<file path="config.mk">
export PLATFORM = sky130hd
export DESIGN_NAME = tam_front
export DESIGN_NICKNAME = d
export VERILOG_FILES = /design/src/hw/rtl/tam_pkg.sv /design/src/hw/rtl/tam_front.sv
export SDC_FILE = /design/constraint.sdc
export NUM_CORES = 1
export LEC_CHECK = 0
export BUFFER_PORTS_ARGS = -buffer_cell sky130_fd_sc_hd__buf_2
export CORE_AREA = 4 4 92 112
export CTS_CLUSTER_SIZE = 14
export DETAILED_ROUTE_END_ITERATION = 10
export DIE_AREA = 0 0 96 116
export GPL_TIMING_DRIVEN = 0
export PLACE_DENSITY = 0.74
export SETUP_SLACK_MARGIN = 0.4
export SYNTH_ARGS = -nofsm -noshare
export SYNTH_HDL_FRONTEND = slang
export SYNTH_SLANG_ARGS = --single-unit
</file>
<file path="constraint.sdc">
create_clock -name clk_i -period 0.8 [get_ports clk_i]
set_input_delay 0.08 -clock clk_i [delete_from_list [all_inputs] [get_ports clk_i]]
set_output_delay 0.08 -clock clk_i [all_outputs]
set_load 0.02 [all_outputs]
</file>
<file path="src/hw/rtl/tam_pkg.sv">
// ----------------------------------------------------------------------------
// tam_pkg
// Shared types, constants and helpers for the tilt-rotor actuator mixer.
// ----------------------------------------------------------------------------
package tam_pkg;

  localparam int unsigned PulseBitsDef = 12;
  localparam int unsigned FracBits     = 14;
  localparam int unsigned NumCh        = 9;
  localparam int unsigned NumReg       = 8;
  localparam int unsigned CmdW         = 16;
  localparam int unsigned OutW         = 12;
  localparam int unsigned IdxW         = 3;
  localparam int unsigned CfgW         = 64;

  // ceil(2^26 / 5): exact floor divide by five for dividends below 2^26
  localparam logic [23:0] RecipFive    = 24'hCCCCCD;

  typedef enum logic [1:0] {
    ModeDisarmed   = 2'd0,
    ModeHover      = 2'd1,
    ModeCruise     = 2'd2,
    ModeTransition = 2'd3
  } mode_e;

  typedef enum logic [IdxW-1:0] {
    RegMotor   = 3'd0,
    RegTiltL   = 3'd1,
    RegTiltR   = 3'd2,
    RegAilL    = 3'd3,
    RegAilR    = 3'd4,
    RegRudder  = 3'd5,
    RegFlapL   = 3'd6,
    RegFlapR   = 3'd7
  } reg_idx_e;

  typedef struct packed {
    logic [1:0]             mode;
    logic signed [CmdW-1:0] thr;
    logic signed [CmdW-1:0] roll;
    logic signed [CmdW-1:0] pitch;
    logic signed [CmdW-1:0] yaw;
    logic signed [CmdW-1:0] flap;
    logic signed [CmdW-1:0] tilt;
  } cmd_t;

endpackage

</file>
<file path="src/hw/rtl/tam_front.sv">
// ----------------------------------------------------------------------------
// tam_front
// Accepts command words, clamps throttle, roll, pitch and yaw and hands them to a short queue.
// ----------------------------------------------------------------------------
module tam_front import tam_pkg::*; (
  input  logic clk_i,
  input  logic rst_ni,
  input  logic push_i,
  input  cmd_t cmd_i,
  output logic valid_o,
  output cmd_t cmd_o
);
  localparam logic signed [CmdW+1:0] One = (CmdW+2)'(1) <<< FracBits;

  function automatic logic signed [CmdW-1:0] clamp(input logic signed [CmdW-1:0] v,
                                                     input logic signed [CmdW+1:0] lo);
    logic signed [CmdW+1:0] e;
    logic signed [CmdW+1:0] r;
    e = (CmdW+2)'(v);
    r = e;
    if (e < lo) r = lo;
    if (e > One) r = One;
    return r[CmdW-1:0];
  endfunction

  logic valid_q;
  cmd_t cmd_q;

  // small queue of depth one; back end always drains at one word a cycle
  always_ff @(posedge clk_i or negedge rst_ni) begin
    if (!rst_ni) valid_q <= 1'b0;
    else valid_q <= push_i;
  end

  always_ff @(posedge clk_i) begin
    if (push_i) begin
      cmd_q.mode  <= cmd_i.mode;
      cmd_q.thr   <= clamp(cmd_i.thr, '0);
      cmd_q.roll  <= clamp(cmd_i.roll, -One);
      cmd_q.pitch <= clamp(cmd_i.pitch, -One);
      cmd_q.yaw   <= clamp(cmd_i.yaw, -One);
      cmd_q.flap  <= cmd_i.flap;
      cmd_q.tilt  <= cmd_i.tilt;
    end
  end

  assign valid_o = valid_q;
  assign cmd_o   = cmd_q;
endmodule

</file>
# == Yosys cells after proc, flatten, opt, wreduce, memory -nomap -nowiden ==
# Index checks and enable logic that the tools add are counted.
# word_totals
regBits,99
latch_bits,0
ramBits,0
rom_bits,0
input_bits,101
mem_count,0
# classes
addsub,0
n_mul,0
n_div,0
magnitude_cmp,8
n_eq_ne,0
shifts,0
mux,4
n_bitwise,0
n_reduce_logical,4
# op_table
op,n
16-bit greater-than comparator (second input constant),4
16-bit by 15-bit < comparator with 1-bit output (second input constant),3
16-bit two-way mux,3
16-bit by 1-bit < comparator with 1-bit output (second input constant),1
15-bit two-way mux,1
2-bit OR reduction,4

# == Logic depth before layout (Yosys ltp) ==
# depth
ltp_word,2
depth_mapped,3
depth_no_buf,2

# == Worst setup path after synthesis ==
# OpenSTA, ideal clock, no wires.
# synth_path
path_type,input -> register
startpoint,input cmd_i[46] (netlist bit)
endpoint,"register cmd_q, in the netlist cmd_o[32] (data pin)"
setup_ns,0.253
arrival_time_ns,0.493
t_required_ns,0.547
path_slack_ns,0.054
cell_stages,3
cell_sequence,xnor2_2 > buf_6 > and2_4
# synth_via
elab_chain_len,2
word_cells_on_any_way,3
# synth_rtl
element,line,text
from (decl),tam_front.sv:9,"input cmd_t cmd_i,"
16-bit by 15-bit < comparator with 1-bit output or 16-bit greater-than comparator (tied branches),"tam_front.sv:21, tam_front.sv:22",
2-bit OR reduction (no line) (*),-,
to (decl),tam_front.sv:27,cmd_t cmd_q;
# Mark *: on every way between the ends. The rest lies on a longest branch, timed or not.
# A chain may end at the register's enable or synchronous reset.

# == Worst setup path after layout ==
# layout_path
startpoint,"register cmd_q, in the netlist cmd_o[8]"
endpoint,output cmd_o[8] (netlist bit)
# layout_lines
element,line,text
to (decl),tam_front.sv:11,output cmd_t cmd_o
# No word-level cell between the ends.

==> run metrics <==
placement row count=39; standard cell core area=9320 um2; cell type with the largest total area after synthesis=sky130_fd_sc_hd__edfxtp_1; Antenna Cells=0; max capacitance violation total=0; Detailed Place HPWL=5.807 mm; total leakage power=2.595 nW; Hold Crit Class=in2reg; global placement routability congestion=0.7076; IR drop worst, VDD=1212 uV; largest delay contributor family on the critical path=flip-flops; effective utilization at floorplan=0.3798; Layout area overhead=70.38%; power after layout=13.62 mW; critical path's largest stage delay=0.42 ns; post-detailed-route wirelength per cell=16.47 um; largest cells by area after synthesis=sky130_fd_sc_hd__edfxtp_1, sky130_fd_sc_hd__and2_4, sky130_fd_sc_hd__and2_2; setup TNS after final layout=-13.33 ns; overall via count from detail_route=2282; pin count of the biggest net entering global routing=20; flip-flop and latch count after synthesis=99; count of input and output buffers=199; worst-path cell chain=buf_6; share of the clock period used by the worst path=1.232; RSZ-0062 raised after global routing=true; initial antenna violation count=0; post-synth design cell area=3540 um2; drt first pass iters=4; register area share after synthesis=0.8385; Worst Setup Path Type=reg2out; Arrival @ worst endpoint=0.91 ns; power per cell area=2258 nW/um2; number of synthesis warnings=0; Post-CTS Hold Buffers=1; number of antenna-violating nets in the routed design=0; overall track demand over capacity in global routing=0.1472; post-route worst hold slack=-0.07846 ns; highest clock rate=1015 MHz; number of buffers created by CTS=9; Worst-path clk slew=0.07 ns; clk sink count=99; violations in the final reports=negative hold slack, negative setup slack; buffers plus inverters on the worst setup path=1; area taken by multi-input logic gates=598.1 um2; final non-filler cell area=6031 um2; standard cell area after detailed placement=4777 um2; final setup violation count=99; Fin. Hold Viols=34; die boundary height=116 um; CTS tree=done; clock root buffer master=sky130_fd_sc_hd__clkbuf_16; fraction of synthesized cell area taken by the top area cell type=0.8314; status=finished, violations left; Iteration-0 DRC Markers=64; number of cells in the design after placement=494; slowest CP cell=sky130_fd_sc_hd__edfxtp_1; FILL cells=668; total routed wirelength=8.748 mm; global-route wire length before repair=11.92 mm; PnR worst setup slack=-0.1853 ns; minimum period implied by the final worst setup slack=0.9853 ns; largest fanout of any net on the critical path=1; kind of start point of the critical path=register; synthesized netlist net count=272; number of non-filler instances in the completed layout=531; average cell area after synthesis=20.70 um2; pre-CTS WS=-0.3501 ns; CTS H-tree lvls=3; Die W=96 um; maximum clock insertion buffer count=2; number of vias per cell=4.298; vias in the first global route=2336; DRC=0; die area=11140 um2; required time of the worst setup path=0.72 ns; leftover overflow at the end of global routing=0; FF/Latch Area=2968 um2; endpoint type of the worst setup path=primary output; final max-slew violation count=0; Synth cell types=13; share of cells above drive strength 1=0.7181; net count of the finished layout=504; io pins=200; post-synthesis instance total=171
-- cell usage in the layout (no fill, tap or decap), types with 4 or more instances in the layout --
cell	Yosys	final
sky130_fd_sc_hd__and2_4	30	47
sky130_fd_sc_hd__buf_16	0	6
sky130_fd_sc_hd__and2_1	14	9
sky130_fd_sc_hd__buf_6	3	90
sky130_fd_sc_hd__clkbuf_16	0	11
sky130_fd_sc_hd__buf_8	0	5
sky130_fd_sc_hd__buf_2	0	115
sky130_fd_sc_hd__clkbuf_1	3	4
sky130_fd_sc_hd__buf_4	0	5
sky130_fd_sc_hd__edfxtp_1	98	98
-- registers in the layout, indices dropped and copies added (netlist names) --
| signal | flops |
|---|---|
| cmd_o | 98 |
| valid_o | 1 |
-- worst paths after layout --
check	from	to	slack (ns)	cells after the start
max in group asynchronous	rst_ni	valid_o	0.64	2
worst min-delay path	cmd_i[15]	cmd_o[15]	-0.08	1
min in group asynchronous	rst_ni	valid_o	0.07	2
worst max-delay path	cmd_o[8]	cmd_o[8]	-0.19	1
-- metal layers --
| metal | part of all wire | routed length (um) | track usage |
|---|---|---|---|
| met1 | 0.33 | 2870 | 0.1532 |
| met2 | 0.54 | 4741 | 0.2598 |
| met3 | 0.11 | 943 | 0.05455 |
| met4 | 0.022 | 193 | 0.06736 |
| met5 | 0 | 0 | 0 |
-- cells in the mapped netlist --
cell and count:
sky130_fd_sc_hd__and2_4 30, sky130_fd_sc_hd__and2_2 12, sky130_fd_sc_hd__clkbuf_2 1, sky130_fd_sc_hd__buf_6 3
sky130_fd_sc_hd__xnor2_2 3, sky130_fd_sc_hd__clkbuf_1 3, sky130_fd_sc_hd__and2_1 14, sky130_fd_sc_hd__or2_2 3
sky130_fd_sc_hd__nor2_1 1, sky130_fd_sc_hd__conb_1 1, sky130_fd_sc_hd__edfxtp_1 98, sky130_fd_sc_hd__nor2b_1 1
sky130_fd_sc_hd__dfrtp_1 1
-- what timing repair did --
action	in CTS	in global routing
gates resized for setup	103	104
pin swaps	16	7
endpoints found under the setup margin	226	171
buffers inserted	3	6
gates cloned	9	2
endpoints found under the hold margin	35	34
-- power breakdown --
group	switching (mW)	leakage (nW)	internal [mW]
Clock	1.75	0.163	3.06
Combinational	1.09	1.47	1.34
Sequential	0.173	0.962	6.20
Total	3.02	2.59	10.6
-- logic make-up after synthesis --
kind of cell / Yosys count / share of synthesized area
flip-flops: 99 / 0.8385
AND/OR/NAND/NOR: 61 / 0.1326
buffers and inverters: 7 / 0.01414
XOR/XNOR: 3 / 0.01379
other: 1 / 0.001059
-- through the flow --
step           utilization  hold slack [ns]
6_report            0.6471         -0.07846
5_1_grt             0.6471         -0.09497
4_1_cts             0.6029         -0.09543
3_5_place_dp        0.5126          -0.1433
3_3_place_gp        0.5093          -0.1452
2_1_floorplan            -          -0.2156
-- area by class of cell --
cell class | count | area share
Clock inverter | 6 | 0.01846
Timing Repair Buffer | 221 | 0.3168
Multi-Input combinational cell | 65 | 0.09917
Buffer | 7 | 0.009959
Sequential cell | 99 | 0.4921
Clock buffer | 10 | 0.03797
Tap cell | 123 | 0.02552
No activity file was read; power rests on OpenSTA's default activity.
